$ cat src/rtl/tsgd_pkg.sv
// Shared types and constants for the touch swipe gesture detector.
`timescale 1ns / 1ps
`default_nettype none
package tsgd_pkg;

	localparam int TIME_BITS = 32;
	localparam int TIMEOUT_BITS = 16;
	localparam int APB_ADDR_BITS = 3;
	localparam int APB_DATA_BITS = 32;

	localparam logic [TIMEOUT_BITS-1:0] TIMEOUT_RESET = 16'd500;

	localparam logic REG_SWIPE_TIMEOUT = 1'b0;
	localparam logic REG_EVENTS_MUTED = 1'b1;

	typedef enum logic [1:0] {
		GEST_NONE = 2'd0,
		GEST_UP   = 2'd1,
		GEST_DOWN = 2'd2
	} gesture_t;

	typedef enum logic [1:0] {
		PAIR_IDLE   = 2'd0,
		LOWER_FIRST = 2'd1,
		UPPER_FIRST = 2'd2
	} pair_state_t;

	typedef struct packed {
		logic lo;
		logic hi;
		logic prev_lo;
		logic prev_hi;
	} pair_levels_t;

	typedef struct packed {
		logic [TIMEOUT_BITS-1:0] swipe_timeout_ms;
		logic                    events_muted;
	} cfg_t;

endpackage
`default_nettype wire

$ cat src/rtl/tsgd_cfg.sv
// APB configuration registers of the touch swipe gesture detector.
`timescale 1ns / 1ps
`default_nettype none
module tsgd_cfg import tsgd_pkg::*; (
	input  wire                      clk,
	input  wire                      arst_n,
	input  wire                      psel,
	input  wire                      penable,
	input  wire                      pwrite,
	input  wire  [APB_ADDR_BITS-1:0] paddr,
	input  wire  [APB_DATA_BITS-1:0] pwdata,
	output logic [APB_DATA_BITS-1:0] prdata,
	output logic                     pready,
	output cfg_t                     cfg
);

	logic [TIMEOUT_BITS-1:0] timeout_q;
	logic                    muted_q;
	logic                    reg_sel;
	logic                    wr_en;

	assign reg_sel = paddr[2];
	assign wr_en   = psel && penable && pwrite;
	assign pready  = 1'b1;

	always_ff @(posedge clk or negedge arst_n) begin
		if (!arst_n) begin
			timeout_q <= TIMEOUT_RESET;
			muted_q   <= 1'b0;
		end else if (wr_en) begin
			case (reg_sel)
				REG_SWIPE_TIMEOUT: timeout_q <= pwdata[TIMEOUT_BITS-1:0];
				REG_EVENTS_MUTED:  muted_q   <= pwdata[0];
				default: ;
			endcase
		end
	end

	always_comb begin
		case (reg_sel)
			REG_SWIPE_TIMEOUT: prdata = {{(APB_DATA_BITS-TIMEOUT_BITS){1'b0}}, timeout_q};
			REG_EVENTS_MUTED:  prdata = {{(APB_DATA_BITS-1){1'b0}}, muted_q};
			default:           prdata = '0;
		endcase
	end

	assign cfg.swipe_timeout_ms = timeout_q;
	assign cfg.events_muted     = muted_q;

endmodule
`default_nettype wire

$ cat src/rtl/tsgd_pair.sv
// Swipe state and next-state logic for one pad pair.
`timescale 1ns / 1ps
`default_nettype none
module tsgd_pair import tsgd_pkg::*; (
	input  wire                     clk,
	input  wire                     arst_n,
	input  wire                     step,
	input  pair_levels_t            levels,
	input  wire  [TIME_BITS-1:0]    now,
	input  wire  [TIMEOUT_BITS-1:0] timeout,
	output gesture_t                gesture
);

	pair_state_t          fp_q;
	pair_state_t          fp_next;
	logic [TIME_BITS-1:0] press_time_q;
	logic [TIME_BITS-1:0] diff;
	logic                 rise_lo;
	logic                 rise_hi;
	logic                 expired;
	logic                 record;

	assign rise_lo = levels.lo && !levels.prev_lo;
	assign rise_hi = levels.hi && !levels.prev_hi;
	assign diff    = now - press_time_q;
	assign expired = diff > TIME_BITS'(timeout);

	always_comb begin
		fp_next = fp_q;
		gesture = GEST_NONE;
		record  = 1'b0;
		if (rise_lo || rise_hi) begin
			case (fp_q)
				PAIR_IDLE: begin
					fp_next = rise_lo ? LOWER_FIRST : UPPER_FIRST;
					record  = 1'b1;
				end
				LOWER_FIRST: begin
					if (expired) begin
						fp_next = PAIR_IDLE;
					end else if (rise_hi) begin
						gesture = GEST_UP;
						fp_next = PAIR_IDLE;
					end
				end
				UPPER_FIRST: begin
					if (expired) begin
						fp_next = PAIR_IDLE;
					end else if (rise_lo) begin
						gesture = GEST_DOWN;
						fp_next = PAIR_IDLE;
					end
				end
				default: fp_next = PAIR_IDLE;
			endcase
		end
		if (!levels.lo && !levels.hi) begin
			fp_next = PAIR_IDLE;
		end
		if (!record && expired) begin
			fp_next = PAIR_IDLE;
		end
	end

	always_ff @(posedge clk or negedge arst_n) begin
		if (!arst_n) begin
			fp_q <= PAIR_IDLE;
		end else if (step) begin
			fp_q <= fp_next;
		end
	end

	always_ff @(posedge clk) begin
		if (step && record) begin
			press_time_q <= now;
		end
	end

`ifndef SYNTHESIS
	a_gesture_needs_pending: assert property (@(posedge clk) disable iff (!arst_n)
		(step && gesture != GEST_NONE) |-> fp_q != PAIR_IDLE)
		else $error("gesture reported with no pending press");
	a_gesture_clears: assert property (@(posedge clk) disable iff (!arst_n)
		(step && gesture != GEST_NONE) |=> fp_q == PAIR_IDLE)
		else $error("pair not cleared after gesture");
	a_record_from_idle: assert property (@(posedge clk) disable iff (!arst_n)
		(step && record) |-> fp_q == PAIR_IDLE && fp_next != PAIR_IDLE)
		else $error("first press recorded while pending");
`endif

endmodule
`default_nettype wire

$ cat src/rtl/touch_swipe_gesture_detector.sv
// Top level of the touch swipe gesture detector.
// One poll is taken per clock while the input channel is not stalled: a transfer on the
// input channel lands in an input register, both pad pairs are evaluated from it against the
// previous levels, and the two gesture codes are then captured in an output register.
// Throughput is one poll per cycle when no stall holds it, set by the per-pair state update.
// A full output register stalled downstream holds the input register, which stalls the input
// channel. Gestures are muted by register 1; the swipe timeout in ms is register 0 (reset 500).
`timescale 1ns / 1ps
`default_nettype none
module touch_swipe_gesture_detector import tsgd_pkg::*; (
	input  wire                      clk,
	input  wire                      arst_n,
	input  wire                      in_valid,
	output logic                     in_stall,
	input  wire                      pad1_touched,
	input  wire                      pad2_touched,
	input  wire                      pad3_touched,
	input  wire                      pad4_touched,
	input  wire  [31:0]              time_ms,
	output logic                     out_valid,
	input  wire                      out_stall,
	output logic [1:0]               left_gesture,
	output logic [1:0]               right_gesture,
	input  wire                      psel,
	input  wire                      penable,
	input  wire                      pwrite,
	input  wire  [APB_ADDR_BITS-1:0] paddr,
	input  wire  [APB_DATA_BITS-1:0] pwdata,
	output logic [APB_DATA_BITS-1:0] prdata,
	output logic                     pready
);

	cfg_t                 cfg;
	logic                 valid_s1;
	logic [3:0]           pads_s1;
	logic [31:0]          time_s1;
	logic [3:0]           prev_levels_q;
	logic                 advance;
	logic                 in_xfer;
	logic [TIME_BITS-1:0] now;
	pair_levels_t         left_levels;
	pair_levels_t         right_levels;
	gesture_t             left_gest;
	gesture_t             right_gest;
	logic                 out_valid_q;
	gesture_t             left_q;
	gesture_t             right_q;

	tsgd_cfg u_cfg (
		.clk     (clk),
		.arst_n  (arst_n),
		.psel    (psel),
		.penable (penable),
		.pwrite  (pwrite),
		.paddr   (paddr),
		.pwdata  (pwdata),
		.prdata  (prdata),
		.pready  (pready),
		.cfg     (cfg)
	);

	assign advance  = valid_s1 && (!out_valid_q || !out_stall);
	assign in_stall = valid_s1 && !advance;
	assign in_xfer  = in_valid && !in_stall;

	always_ff @(posedge clk or negedge arst_n) begin
		if (!arst_n) begin
			valid_s1 <= 1'b0;
		end else if (in_xfer) begin
			valid_s1 <= 1'b1;
		end else if (advance) begin
			valid_s1 <= 1'b0;
		end
	end

	always_ff @(posedge clk) begin
		if (in_xfer) begin
			pads_s1 <= {pad4_touched, pad3_touched, pad2_touched, pad1_touched};
			time_s1 <= time_ms;
		end
	end

	assign now = TIME_BITS'(time_s1);

	assign left_levels.lo       = pads_s1[0];
	assign left_levels.hi       = pads_s1[1];
	assign left_levels.prev_lo  = prev_levels_q[0];
	assign left_levels.prev_hi  = prev_levels_q[1];
	assign right_levels.lo      = pads_s1[2];
	assign right_levels.hi      = pads_s1[3];
	assign right_levels.prev_lo = prev_levels_q[2];
	assign right_levels.prev_hi = prev_levels_q[3];

	tsgd_pair u_left (
		.clk     (clk),
		.arst_n  (arst_n),
		.step    (advance),
		.levels  (left_levels),
		.now     (now),
		.timeout (cfg.swipe_timeout_ms),
		.gesture (left_gest)
	);

	tsgd_pair u_right (
		.clk     (clk),
		.arst_n  (arst_n),
		.step    (advance),
		.levels  (right_levels),
		.now     (now),
		.timeout (cfg.swipe_timeout_ms),
		.gesture (right_gest)
	);

	always_ff @(posedge clk or negedge arst_n) begin
		if (!arst_n) begin
			prev_levels_q <= '0;
			out_valid_q   <= 1'b0;
		end else begin
			if (advance) begin
				prev_levels_q <= pads_s1;
				out_valid_q   <= 1'b1;
			end else if (!out_stall) begin
				out_valid_q   <= 1'b0;
			end
		end
	end

	always_ff @(posedge clk) begin
		if (advance) begin
			left_q  <= cfg.events_muted ? GEST_NONE : left_gest;
			right_q <= cfg.events_muted ? GEST_NONE : right_gest;
		end
	end

	assign out_valid     = out_valid_q;
	assign left_gesture  = left_q;
	assign right_gesture = right_q;

`ifndef SYNTHESIS
	a_stalled_stage_holds: assert property (@(posedge clk) disable iff (!arst_n)
		(valid_s1 && !advance) |=> valid_s1)
		else $error("input stage dropped a held poll");
	a_stall_only_when_full: assert property (@(posedge clk) disable iff (!arst_n)
		in_stall |-> valid_s1 && out_valid_q && out_stall)
		else $error("input stalled without a blocked result");
	a_result_follows_poll: assert property (@(posedge clk) disable iff (!arst_n)
		advance |=> out_valid_q)
		else $error("evaluated poll produced no result");
	a_muted_is_silent: assert property (@(posedge clk) disable iff (!arst_n)
		(advance && cfg.events_muted) |=> (left_q == GEST_NONE && right_q == GEST_NONE))
		else $error("gesture reported while muted");
`endif

endmodule
`default_nettype wire

$ cat config.mk
export PLATFORM = sky130hd
export DESIGN_NAME = touch_swipe_gesture_detector
export DESIGN_NICKNAME = d
export VERILOG_FILES = /design/src/rtl/tsgd_pkg.sv /design/src/rtl/tsgd_cfg.sv /design/src/rtl/tsgd_pair.sv /design/src/rtl/touch_swipe_gesture_detector.sv
export SDC_FILE = /design/constraint.sdc
export NUM_CORES = 1
export LEC_CHECK = 0
export BUFFER_PORTS_ARGS = -buffer_cell sky130_fd_sc_hd__buf_2
export CELL_PAD_IN_SITES_DETAIL_PLACEMENT = 1
export CELL_PAD_IN_SITES_GLOBAL_PLACEMENT = 1
export CORE_ASPECT_RATIO = 1.5
export CORE_MARGIN = 5
export CORE_UTILIZATION = 42
export CTS_BUF_LIST = sky130_fd_sc_hd__clkbuf_4 sky130_fd_sc_hd__clkbuf_8
export CTS_CLUSTER_SIZE = 8
export DETAILED_ROUTE_END_ITERATION = 10
export PLACE_DENSITY = 0.79
export SYNTH_ARGS = -nofsm -noshare
export SYNTH_HDL_FRONTEND = slang
export SYNTH_SLANG_ARGS = --single-unit
$ cat constraint.sdc
create_clock -name clk -period 4.7 [get_ports clk]
set_input_delay 0 -clock clk [delete_from_list [all_inputs] [get_ports clk]]
set_output_delay 0 -clock clk [all_outputs]
set_load 0.01 [all_outputs]
==> qor.yml <==
area_growth_pct: 25.32
drcViolationCount: 0
n_fill_cell: 2523
finalCriticalPeriod_ns: 5.074
intPower_w: 0.002532
critPathRequiredTime_ns: 5.07
finalWorstSetupSlack_ns: -0.3745
io-pin-count: 117
slew-limit-headroom: 0.2401
multi_input_area_um2: 5199
ys_ff_latch: 131
grt_overflow: 0
antenna_found_initial: 0
postRouteAntennaNets: 0
final_net_count: 1383
layout-drive-gt1-share: 0.2220
cp-start-kind: "flip-flop"
violations: "negative setup slack"
start_util: 0.4229
htree_num_levels: 4
cp-end-kind: "flip-flop"
period_share: 1.080
synthesis.area_um2: 9360
synthCells: 983
worstMarginPinSlew_ns: 1.137
die_y_um: 192.8
cts_tree: "built"
grt_pass1_wl_um: 49410
drt-total-wl_um: 32960
vias_per_cell: 5.814
crit_path_top_delay_cell: "or4_4"
die_area_um2: 25430
port_buffers: 81
hpwlAfterDp_um: 22110
grt_usage: 0.2464
comb_power_share: 0.429
hold_viol: 0
reg2reg_to: "u_right.fp_q[1]"
die_w_um: 131.9
power_density_nw_per_um2: 359.5
cp_slowest_stage_delay_ns: 0.59
cts.clk_slew.worst_paths_ns: 0.08
crit_fanout: 4
max-cap-violations: 0
slew_viol_final: 0
finalSetupViolCount: 4
ff_latch_area_um2: 3806
pwr-share-seq: 0.355
grt_pass1_vias: 9373
p_sw_w: 0.001685
vdd_drop_max_v: 0.0002381
outcome: "finished with violations"
skew_ns: 0.01582
dp_cells: 1376
cts_buffers: 17
synth_flop_cell: "edfxtp_1"
clock_sinks: 131
startpoint: "now[5]"
worstPathArrival_ns: 5.45
seq_area_frac_synth: 0.4066
reg2reg_depth: 18
drtIter0Drc: 522
rows: 67
core_area_um2: 22130
clockBufferDepth: 2
critPathKind: "reg2reg"
most-common-layout-cells: "edfxtp_1, inv_1, ha_1"
async_flop_share: 0.2061
cp-endpoint: "u_right.fp_q[1]"
antenna_cells: 0
final_common_cell: "edfxtp_1"
path_cells: "ha_1, a21oi_1, nand4_1, nand2_2, nor2_2, nor2_1, xnor2_1, ha_1, nand4_1, or4_4, nor2_4, nor2_2, nor4b_2, nand2_1, or4_1, or4_4, mux2i_1, a32o_2"
max_freq_mhz: 197.1
synth_cell_types: 75
wl_per_cell_um: 22.09
vias: 8674
r2r-start: "now[5]"
swShare: 0.3997
cts_root_buf: "clkbuf_8"
yosysWarnings: 0
cellLeakagePower_nw: 5.122
syn_area_per_cell_um2: 9.522
grt_max_degree: 37
gp_congestion: 0.9121
synth_edf_count: 104
rsz0062_at_grt: "yes"
pwr-share-clk: 0.216
postLayoutCoreUtil: 0.5300
hold_class: "in2async"
drtPass1Iterations: 5
insertion_delay_ns: 0.49
ff2ff_setup_slack_ns: -0.37
finalNonFillerCells: 1492
registers in the layout (all words and copies together) (netlist names):
name                  count
left_gesture              2
now                      32
out_valid                 1
pads_s1                   4
prev_levels_q             4
right_gesture             2
u_cfg.muted_q             1
u_cfg.timeout_q          16
u_left.fp_q               2
u_left.press_time_q      32
u_right.fp_q              2
u_right.press_time_q     32
valid_s1                  1
kinds of logic (layout without fill, tap and decap cells):
logic type | after synthesis | after routing | synth area share
AO/OA/AOI/OAI | 241 | 241 | 0.1652
adder cells (fa/ha/maj) | 102 | 102 | 0.1379
multiplexers | 28 | 28 | 0.03248
AND/OR/NAND/NOR | 299 | 299 | 0.1561
other | 2 | 17 | 0.0008023
flip-flops | 131 | 131 | 0.4066
XOR/XNOR | 38 | 38 | 0.03636
buffers and inverters | 142 | 360 | 0.06443
through the flow:
step	setup WS (ns)	cell area (um^2)	TNS (ns)	hold WS, ns	power [W]
finish	-0.3745	11730	-1.053	0.09524	0.004217
global route	-0.4320	11730	-1.375	0.1436	0.004446
CTS	-0.05387	11610	-0.06366	0.08081	0.004074
detailed placement	-0.2652	10410	-0.5098	0.06335	0.003059
global placement	-0.05521	10410	-0.05521	0.05178	0.002979
floorplan	0.07318	9417	0	-0.2956	0.002524
worst max-delay path, delay by kind of cell (launching register included):
family          cells  cell delay, ns
simple gates       12            2.85
fa+ha+maj           2            0.77
compound gates      2            0.69
flops               1            0.43
mux                 1            0.13
xor+xnor            1            0.09
cell type report:
| cell class | count | share of cell area |
|---|---|---|
| Multi-Input combinational cell | 725 | 0.4432 |
| Sequential cell | 131 | 0.3245 |
| Inverter | 103 | 0.03317 |
| Clock buffer | 17 | 0.01995 |
| Tap cell | 276 | 0.02944 |
| Clock inverter | 15 | 0.01067 |
| Timing Repair Buffer | 225 | 0.1391 |
layer usage:
| metal | vias to the layer above | track usage | routed length, um |
|---|---|---|---|
| li1 | 3980 | - | - |
| met1 | 4269 | 0.2451 | 11730 |
| met2 | 288 | 0.4605 | 17350 |
| met3 | 137 | 0.04591 | 1259 |
| met4 | 0 | 0.1675 | 2621 |
| met5 | - | 0 | 0 |
synth_stat cells, types with 17 or more instances:
master    number  area share
mux2_2        19       0.023
nor2_1        74       0.030
nor3_1        19       0.010
nand4_1       27       0.018
inv_1        102       0.041
nand2_1       84       0.034
buf_4         17       0.014
edfxtp_1     104        0.33
nand3_1       24       0.013
dfrtp_1       21       0.056
ha_1         100        0.13
a21oi_1       80       0.043
xnor2_1       28       0.026
o21ai_0       42       0.022
repair_timing:
action,4_1_cts,5_1_grt
hold buffers,58,0
pin swaps,23,21
gates resized for setup,20,23
setup buffers,23,7
hold endpoints to repair,82,0
endpoints found under the setup margin,5,8
worst min-delay path by stage:
stage / end / depth (start not counted) / slack [ns]
after floorplan: out_valid / 0 / -0.30
after global placement: u_left.fp_q[0] / 1 / 0.05
after detailed placement: prev_levels_q[0] / 1 / 0.06
after CTS: u_left.fp_q[1] / 2 / 0.08
after global routing: prev_levels_q[1] / 2 / 0.14
final: u_left.fp_q[1] / 2 / 0.1
power by group through the flow:
stage / Sequential [W] / Clock (W) / Combinational (W)
finish: 0.00150 / 0.000910 / 0.00181
CTS: 0.00149 / 0.000930 / 0.00165
floorplan: 0.00149 / 0 / 0.00104
detailed placement: 0.00152 / 0 / 0.00154
global route: 0.00151 / 0.000988 / 0.00195
global placement: 0.00151 / 0 / 0.00147
(Power assumes the default switching activity.)
